==> src/rtl/core/touch_long_press_detector_top_macros.svh <==
// Assertion macros shared by the touch long press detector RTL.
`ifndef TOUCH_LONG_PRESS_DETECTOR_TOP_MACROS_SVH
`define TOUCH_LONG_PRESS_DETECTOR_TOP_MACROS_SVH

// Same-cycle implication, checked on every rising edge outside reset.
`define TLPD_ASSERT_NOW(label, ante, cons, msg) \
	label: assert property (@(posedge clk) disable iff (!arst_n) (ante) |-> (cons)) \
		else $error(msg);

// Next-cycle implication, checked on every rising edge outside reset.
`define TLPD_ASSERT_NEXT(label, ante, cons, msg) \
	label: assert property (@(posedge clk) disable iff (!arst_n) (ante) |=> (cons)) \
		else $error(msg);

`endif

==> src/rtl/core/tlpd_pkg.sv <==
// Constants, register map and helpers for the touch long press detector.
package tlpd_pkg;

	localparam int unsigned MAX_DEVICES = 8;

	localparam logic [4:0] EVT_KEY = 5'd1;
	localparam logic [4:0] EVT_ABS = 5'd3;

	localparam logic [9:0] CODE_ABS_X     = 10'd0;
	localparam logic [9:0] CODE_ABS_Y     = 10'd1;
	localparam logic [9:0] CODE_MT_X      = 10'd53;
	localparam logic [9:0] CODE_MT_Y      = 10'd54;
	localparam logic [9:0] CODE_BTN_TOUCH = 10'd330;

	localparam logic signed [15:0] TOUCH_DOWN = 16'sd1;

	localparam logic [15:0] LONG_CLICK_RESET = 16'd1000;
	localparam logic [15:0] MOVE_FUZZ_RESET  = 16'd30;
	localparam logic [7:0]  ARM_DELAY_RESET  = 8'd20;
	localparam logic signed [15:0] POS_RESET = -16'sd1;

	localparam int unsigned PADDR_W = 4;

	typedef enum logic [1:0] {
		REG_LONG_CLICK = 2'd0,
		REG_MOVE_FUZZ  = 2'd1,
		REG_ARM_DELAY  = 2'd2
	} reg_idx_t;

	// Magnitude of the difference of two signed 16-bit positions.
	function automatic logic [16:0] abs_diff(input logic signed [15:0] a,
			input logic signed [15:0] b);
		logic signed [16:0] d;
		d = $signed({a[15], a}) - $signed({b[15], b});
		return d[16] ? 17'(-d) : 17'(d);
	endfunction

endpackage

==> src/rtl/core/touch_long_press_detector_top.sv <==
// A request passes from the input register to the result register, and waits there for result_ready.
// Throughput: one request per cycle unless stalled; all state updates fit between the two registers.
// A stalled result holds the input register; one more request can wait there, then item_ready drops.
// Reset (arst_n low, asynchronous) restores the register defaults, clears the lock and
// countdown, sets the time to zero and the positions to minus one.
`include "touch_long_press_detector_top_macros.svh"

module touch_long_press_detector_top
	import tlpd_pkg::*;
(
	input  logic                      clk,
	input  logic                      arst_n,
	input  logic                      item_valid,
	output logic                      item_ready,
	input  logic                      action,
	input  logic [2:0]                device,
	input  logic [4:0]                event_type,
	input  logic [9:0]                event_code,
	input  logic signed [15:0]        event_value,
	output logic                      result_valid,
	input  logic                      result_ready,
	output logic                      right_click,
	output logic                      countdown_armed,
	input  logic                      psel,
	input  logic                      penable,
	input  logic                      pwrite,
	input  logic [PADDR_W-1:0]        paddr,
	input  logic [31:0]               pwdata,
	output logic [31:0]               prdata,
	output logic                      pready
);

	logic [15:0] long_click_q;
	logic [15:0] move_fuzz_q;
	logic [7:0]  arm_delay_q;

	logic                valid_s1;
	logic                action_s1;
	logic [2:0]          device_s1;
	logic [4:0]          type_s1;
	logic [9:0]          code_s1;
	logic signed [15:0]  value_s1;

	logic [31:0]         now_q;
	logic [31:0]         press_start_q;
	logic signed [15:0]  cur_x_q;
	logic signed [15:0]  cur_y_q;
	logic signed [15:0]  press_x_q;
	logic signed [15:0]  press_y_q;
	logic                lock_valid_q;
	logic [2:0]          lock_device_q;
	logic [7:0]          countdown_q;

	logic                out_valid_q;
	logic                right_click_q;
	logic                armed_q;

	logic                advance;
	logic                cfg_write;
	reg_idx_t            reg_idx;

	logic [31:0]         now_d;
	logic [31:0]         press_start_d;
	logic signed [15:0]  cur_x_d;
	logic signed [15:0]  cur_y_d;
	logic signed [15:0]  press_x_d;
	logic signed [15:0]  press_y_d;
	logic                lock_valid_d;
	logic [2:0]          lock_device_d;
	logic [7:0]          countdown_d;
	logic                fire_d;

	logic                event_ok;
	logic [31:0]         held;
	logic                still;

	assign advance      = valid_s1 && (!out_valid_q || result_ready);
	assign item_ready   = !valid_s1 || advance;
	assign result_valid = out_valid_q;
	assign right_click  = right_click_q;
	assign countdown_armed = armed_q;

	assign pready    = 1'b1;
	assign cfg_write = psel && penable && pwrite && pready;
	assign reg_idx   = reg_idx_t'(paddr[3:2]);

	always_ff @(posedge clk or negedge arst_n) begin
		if (!arst_n) begin
			long_click_q <= LONG_CLICK_RESET;
			move_fuzz_q  <= MOVE_FUZZ_RESET;
			arm_delay_q  <= ARM_DELAY_RESET;
		end else if (cfg_write) begin
			case (reg_idx)
				REG_LONG_CLICK: long_click_q <= pwdata[15:0];
				REG_MOVE_FUZZ:  move_fuzz_q  <= pwdata[15:0];
				REG_ARM_DELAY:  arm_delay_q  <= pwdata[7:0];
				default: ;
			endcase
		end
	end

	always_comb begin
		case (reg_idx)
			REG_LONG_CLICK: prdata = {16'd0, long_click_q};
			REG_MOVE_FUZZ:  prdata = {16'd0, move_fuzz_q};
			REG_ARM_DELAY:  prdata = {24'd0, arm_delay_q};
			default:        prdata = 32'd0;
		endcase
	end

	// Input register.
	always_ff @(posedge clk or negedge arst_n) begin
		if (!arst_n) begin
			valid_s1 <= 1'b0;
		end else if (item_ready) begin
			valid_s1 <= item_valid;
		end
	end

	always_ff @(posedge clk) begin
		if (item_ready && item_valid) begin
			action_s1 <= action;
			device_s1 <= device;
			type_s1   <= event_type;
			code_s1   <= event_code;
			value_s1  <= event_value;
		end
	end

	assign held  = now_q - press_start_q;
	assign still = (abs_diff(cur_x_q, press_x_q) <= {1'b0, move_fuzz_q}) &&
		(abs_diff(cur_y_q, press_y_q) <= {1'b0, move_fuzz_q});
	assign event_ok = (32'(device_s1) < 32'(MAX_DEVICES)) &&
		!(lock_valid_q && device_s1 != lock_device_q);

	always_comb begin
		now_d         = now_q;
		press_start_d = press_start_q;
		cur_x_d       = cur_x_q;
		cur_y_d       = cur_y_q;
		press_x_d     = press_x_q;
		press_y_d     = press_y_q;
		lock_valid_d  = lock_valid_q;
		lock_device_d = lock_device_q;
		countdown_d   = countdown_q;
		fire_d        = 1'b0;
		if (action_s1) begin
			now_d = now_q + 32'd1;
			if (countdown_q != 8'd0) begin
				countdown_d = countdown_q - 8'd1;
				if (countdown_q == 8'd1) begin
					fire_d       = 1'b1;
					lock_valid_d = 1'b0;
				end
			end
		end else if (event_ok) begin
			if (type_s1 == EVT_ABS) begin
				if (code_s1 == CODE_ABS_X || code_s1 == CODE_MT_X) begin
					cur_x_d = value_s1;
				end else if (code_s1 == CODE_ABS_Y || code_s1 == CODE_MT_Y) begin
					cur_y_d = value_s1;
				end
			end else if (type_s1 == EVT_KEY && code_s1 == CODE_BTN_TOUCH) begin
				if (value_s1 == TOUCH_DOWN) begin
					press_start_d = now_q;
					press_x_d     = cur_x_q;
					press_y_d     = cur_y_q;
					lock_valid_d  = 1'b1;
					lock_device_d = device_s1;
				end else if (held >= {16'd0, long_click_q} && still) begin
					// A zero delay leaves the countdown disarmed.
					countdown_d = arm_delay_q;
				end
			end
		end
	end

	always_ff @(posedge clk or negedge arst_n) begin
		if (!arst_n) begin
			now_q         <= 32'd0;
			press_start_q <= 32'd0;
			cur_x_q       <= POS_RESET;
			cur_y_q       <= POS_RESET;
			press_x_q     <= POS_RESET;
			press_y_q     <= POS_RESET;
			lock_valid_q  <= 1'b0;
			lock_device_q <= 3'd0;
			countdown_q   <= 8'd0;
		end else if (advance) begin
			now_q         <= now_d;
			press_start_q <= press_start_d;
			cur_x_q       <= cur_x_d;
			cur_y_q       <= cur_y_d;
			press_x_q     <= press_x_d;
			press_y_q     <= press_y_d;
			lock_valid_q  <= lock_valid_d;
			lock_device_q <= lock_device_d;
			countdown_q   <= countdown_d;
		end
	end

	// Result register.
	always_ff @(posedge clk or negedge arst_n) begin
		if (!arst_n) begin
			out_valid_q <= 1'b0;
		end else if (advance) begin
			out_valid_q <= 1'b1;
		end else if (result_ready) begin
			out_valid_q <= 1'b0;
		end
	end

	always_ff @(posedge clk) begin
		if (advance) begin
			right_click_q <= fire_d;
			armed_q       <= (countdown_d != 8'd0);
		end
	end

	`TLPD_ASSERT_NOW(a_click_disarms, out_valid_q && right_click_q, !armed_q,
		"right click reported while the countdown is still armed")
	`TLPD_ASSERT_NOW(a_click_unlocks, out_valid_q && right_click_q, !lock_valid_q,
		"device lock still held after a right click")
	`TLPD_ASSERT_NEXT(a_armed_matches, advance, armed_q == (countdown_q != 8'd0),
		"armed flag disagrees with the countdown register")

endmodule
==> config.mk <==
export PLATFORM = sky130hd
export DESIGN_NAME = touch_long_press_detector_top
export DESIGN_NICKNAME = d
export VERILOG_FILES = /design/src/rtl/core/tlpd_pkg.sv /design/src/rtl/core/touch_long_press_detector_top.sv
export VERILOG_INCLUDE_DIRS = /design/src /design/src/rtl/core
export SDC_FILE = /design/constraint.sdc
export NUM_CORES = 1
export LEC_CHECK = 0
export BUFFER_PORTS_ARGS = -buffer_cell sky130_fd_sc_hd__buf_2
export CAP_MARGIN = 20
export CELL_PAD_IN_SITES_DETAIL_PLACEMENT = 0
export CELL_PAD_IN_SITES_GLOBAL_PLACEMENT = 1
export CORE_MARGIN = 10
export CORE_UTILIZATION = 44
export DETAILED_ROUTE_END_ITERATION = 16
export GPL_ROUTABILITY_DRIVEN = 1
export HOLD_SLACK_MARGIN = 0.12
export PLACE_DENSITY_LB_ADDON = 0.3
export SKIP_CTS_REPAIR_TIMING = 1
export SLEW_MARGIN = 30
export SYNTH_ARGS = -nofsm -noshare
export SYNTH_HDL_FRONTEND = slang
export SYNTH_SLANG_ARGS = --single-unit
==> constraint.sdc <==
create_clock -name clk -period 11.8 [get_ports clk]
set_input_delay 2.36 -clock clk [delete_from_list [all_inputs] [get_ports clk]]
set_output_delay 2.36 -clock clk [all_outputs]
set_load 0.01 [all_outputs]
==> metrics.sh <==
ROOT_BUFFER='clkbuf_16'
GRT_OVF=0
CLOCK_TREE_FROM_TRITONCTS='built'
GRT_PASS1_VIAS=11400
POSTSYNTHAREAPERCELL_SQ_UM=9.66
OUTCOME='finished clean'
GRT_PASS1_WL_MM=60.4
HOLD_PATH.CLASS='flip-flop to flip-flop'
HOLD_VIOLATIONS_FINAL=0
SLEW_HR_PCT=37.3
SYNTH_TOP_CELL_BY_AREA='dfrtp_1'
FINCLKSKEW_PS=21.7
CLOCK.FMAX_MHz=151
DIODES=0
CRITPATHTOPFAMILY='simple AND/OR/NAND/NOR gates'
POST_SYNTH_CELL_TYPES=83
NUM_IO_PINS=115
YS_FF_LATCH=219
PORTBUFFERS=79
MAXIMUM_NUMBER_OF_PINS_ON_ONE_NET_BEFORE_GLOBAL_ROUTE_REPAIR=74
FP.COREAREA_SQ_UM=33400
SYNTH_LARGEST_TYPE_AREA_FRACTION_PCT=17.8
TOP_FLIP_FLOP_CELL_BY_INSTANCE_COUNT_AFTER_SYNTHESIS='dfrtp_1'
WL_MM=36.9
COMBINED_BUFFER_AND_INVERTER_COUNT_ALONG_THE_CRITICAL_PATH=1
VIAS=11500
SYNTH_ENABLE_FLOP_CELLS=37
GR_MET1_DEMAND_RESOURCE_PCT=23.4
SYNTH_SIMPLE_GATE_AREA_SHARE_PCT=15.2
GR-MAX-USAGE-LAYER='met2'
CTS.CLK_SLEW.WORST_PATHS_PS=50
PATH_CLASS='flip-flop to flip-flop'
CTS.HTREE.LEVELS=1
POWER_DENSITY_nW_PER_UM2=153
CHIPHEIGHT_UM=204
FINALMAXSLEWVIOLATIONS=0
CP_MAX_FO=11
POST_SYNTH_XOR_AREA_FRACTION_PCT=5.64
ROUTE.DETAILED.WL_PER_INST_UM=17.7
DOMINANT_COMBINATIONAL_CELL_FAMILY_BY_AREA_AFTER_SYNTHESIS='simple AND/OR/NAND/NOR gates'
DIE_W_UM=204
PATH_CELLS='inv_1 -> ha_1 -> fa_1 -> nor2b_1 -> o31a_1 -> nor4_1 -> a211oi_1 -> nor4b_1 -> nand2_1 -> nor3_1 -> a21oi_1 -> a21oi_1 -> xnor2_1 -> ha_1 -> nand4_1 -> or4_1 -> nand2_1 -> o211a_1 -> o311ai_4 -> nor2_1 -> o221ai_1 -> or2_1 -> nor4_1 -> nand4_1'
DPL-INSTANCE-AREA_SQ_UM=15700
PERIOD_NEEDED_PS=6620
FINAL_NETS=1811
FIRST_PASS_ITERS=5
DETAIL_ROUTE.DRC_VIOLATIONS=0
NETLIST_TOP_CELLS_AREA='dfrtp_1, dfstp_2, ha_1'
STARTPOINT_TYPE='flip-flop'
WORSTSKEWPAIRLATENCY_PS=560
NUMBER_OF_CELLS_PRODUCED_BY_SYNTHESIS=1543
FINISH.INSTANCE_AREA_SQ_UM=16700
DRT-VIAS-PER-INSTANCE=5.51
SYNTH-ASYNC-RESET-RATIO_PCT=83.1
POST_SYNTH_INSTANCE_AREA_SQ_UM=14900
WORST_PATH_LARGEST_CELL_DELAY_PS=600
YOSYSWARNINGS=0
HPWLAFTERDP_MM=27.8
DRT_INITIAL_VIOLATIONS=536
REQUIRED_ARRIVAL_TIME_AT_THE_WORST_ENDPOINT_PS=12070
GLOBAL_ROUTE.USAGE.MET2_PCT=29.6
SYNTH_COMPOUND_AREA_SHARE_PCT=14.4
STANDARD_CELL_ROW_COUNT=67
SETUP-VIOLATIONS-FINAL=0
INITIAL_CORE_UTIL_PCT=44.6
WORST_EP_ARRIVAL_TIME_PS=6890
POST_SYNTHESIS_MUX_AREA_SHARE_PCT=10.8
CTS_MADE_BUFFERS=29
PLACE_CONGESTION=0.880
ARITHMETIC_CELL_SHARE_OF_THE_SYNTHESIZED_AREA_COUNTING_FULL_ADDERS_HALF_ADDERS_AND_MAJORITY_GATES_PCT=10.2
MAX_SLEW.WORST_PIN.SLEW_PS=939
FP.DIEAREA_SQ_UM=41600
CLOCK_TREE.BUFFER_DEPTH=3
FIN_CRIT_SH_PCT=56.1
END_KIND='flip-flop'
GROUTE.LAYER.MET3.USAGE_PCT=2.93
AREA.GROWTH.SYNTH_TO_FINAL_PCT=12.1
CRITICAL-PATH-SLOWEST-CELL='nor2_1'
ANT_NETS=0
CLKSINKCOUNT=219
SYNTH_SEQ_AREA_SHARE_PCT=38.6
POST_ROUTE_CELLS_DRIVE_ABOVE_1_SHARE_PCT=22.0
POWER.IR.VDD_WORST_mV=0.128
TNS_PS=0
CAP_VIOLATIONS=0
RSZ0062_AT_GRT='no'
P_LEAK_nW=7.70
ANTENNA_VIOLATIONS_BEFORE_REPAIR=1
GR-USAGE-ALL-LAYERS_PCT=17.7
==> placed cells by master, fill, tap and decap left out, drive strengths merged, types with 14 or more instances in the layout <==
cell    count
nand2     150
a21o       34
nor2b      14
xnor2      63
nor2       82
ha        117
nor4       18
edfxtp     37
mux2i      24
nor3       25
xor2       33
inv       122
o211ai     15
nand3      31
conb       17
o21a       17
o21ai      80
mux2      122
buf        84
dfstp      76
a211oi     16
dfrtp     106
nand4      35
clkbuf     35
a21oi      91
and3       18
==> power by group <==
group	leakage (nW)	internal, mW	switching (mW)
Clock	0.487	0.577	0.344
Sequential	2.54	0.845	0.0655
Combinational	4.66	0.317	0.400
Total	7.70	1.74	0.810
==> path summary, 6_finish.rpt <==
path                                   startpoint           endpoint  slack, ps  cells past startpoint
worst max-delay path                   cur_x_q[0]    countdown_armed       5180                     24
worst min-delay path            press_start_q[24]  press_start_q[24]        480                      2
worst max register to register         cur_x_q[0]    countdown_armed       5180                     24
worst min register to register  press_start_q[24]  press_start_q[24]        480                      2
max in group asynchronous                  arst_n           now_q[4]       9110                      2
min in group asynchronous                  arst_n           now_q[9]       1690                      1
==> sequential cells by signal (all words and copies together), names as in the netlist <==
register,count
action_s1,1
arm_delay_q,8
code_s1,10
countdown_armed,1
countdown_q,8
cur_x_q,16
cur_y_q,16
device_s1,3
lock_device_q,3
lock_valid_q,1
long_click_q,16
move_fuzz_q,16
now_q,32
press_start_q,32
press_x_q,16
press_y_q,16
result_valid,1
right_click,1
type_s1,5
valid_s1,1
value_s1,16
==> final cells by class <==
class,count,area (sq um)
clock inverters,18,229
inverters,122,458
flip-flops and latches,219,5760
well taps,448,561
clock buffers,35,778
repair buffers,84,447
multi-input cells,1157,8470
fillers,3159,16700
==> metrics by stage <==
step | hold WS [ps] | std cells | worst slack, ps | power, mW | utilization [%]
after floorplan | 450 | 1558 | 5800 | 1.44 | -
after CTS | 483 | 2083 | 5110 | 2.57 | 49.9
after global placement | 464 | 2030 | 5220 | 1.62 | 46.9
after global routing | 522 | 2083 | 4720 | 2.71 | 49.9
after detailed placement | 471 | 2030 | 5170 | 1.63 | 46.9
final | 479 | 2083 | 5180 | 2.55 | 49.9
==> cells in the mapped netlist (all sizes together), types with 9 or more instances <==
| library cell | n |
|---|---|
| dfstp | 76 |
| or2 | 12 |
| xnor2 | 63 |
| or3 | 11 |
| nand2b | 12 |
| and3 | 18 |
| and2 | 12 |
| buf | 21 |
| ha | 117 |
| o31a | 9 |
| xor2 | 33 |
| nand2 | 150 |
| o21a | 17 |
| clkbuf | 39 |
| a21o | 34 |
| o21ai | 80 |
| nor4 | 18 |
| mux2i | 24 |
| inv | 121 |
| a21oi | 91 |
| nor2b | 14 |
| o211ai | 15 |
| a211oi | 16 |
| nand3 | 31 |
| nand4 | 35 |
| nor3 | 25 |
| edfxtp | 37 |
| dfrtp | 106 |
| nor2 | 82 |
| mux2 | 122 |
| a31oi | 10 |
==> routing by layer <==
layer / share of wire [%] / wire length, um
met1: 46 / 17100
met2: 47 / 17400
met3: 4.5 / 1640
met4: 1.9 / 714
met5: 0 / 0
==> kinds of logic after synthesis <==
kind of cell,Yosys count
multiplexers,146
adder cells (fa/ha/maj),120
flip-flops,219
XOR/XNOR,96
AO/OA/AOI/OAI,328
buffers and inverters,182
AND/OR/NAND/NOR,450
other,2
==> worst min-delay path: cells and delay by family, from the launching register on <==
family,cells,cell delay (ps)
DFF,1,340
AOI/OAI and AO/OA,1,60
and+or+nand+nor,1,50
No activity file was read; power rests on OpenSTA's default activity.
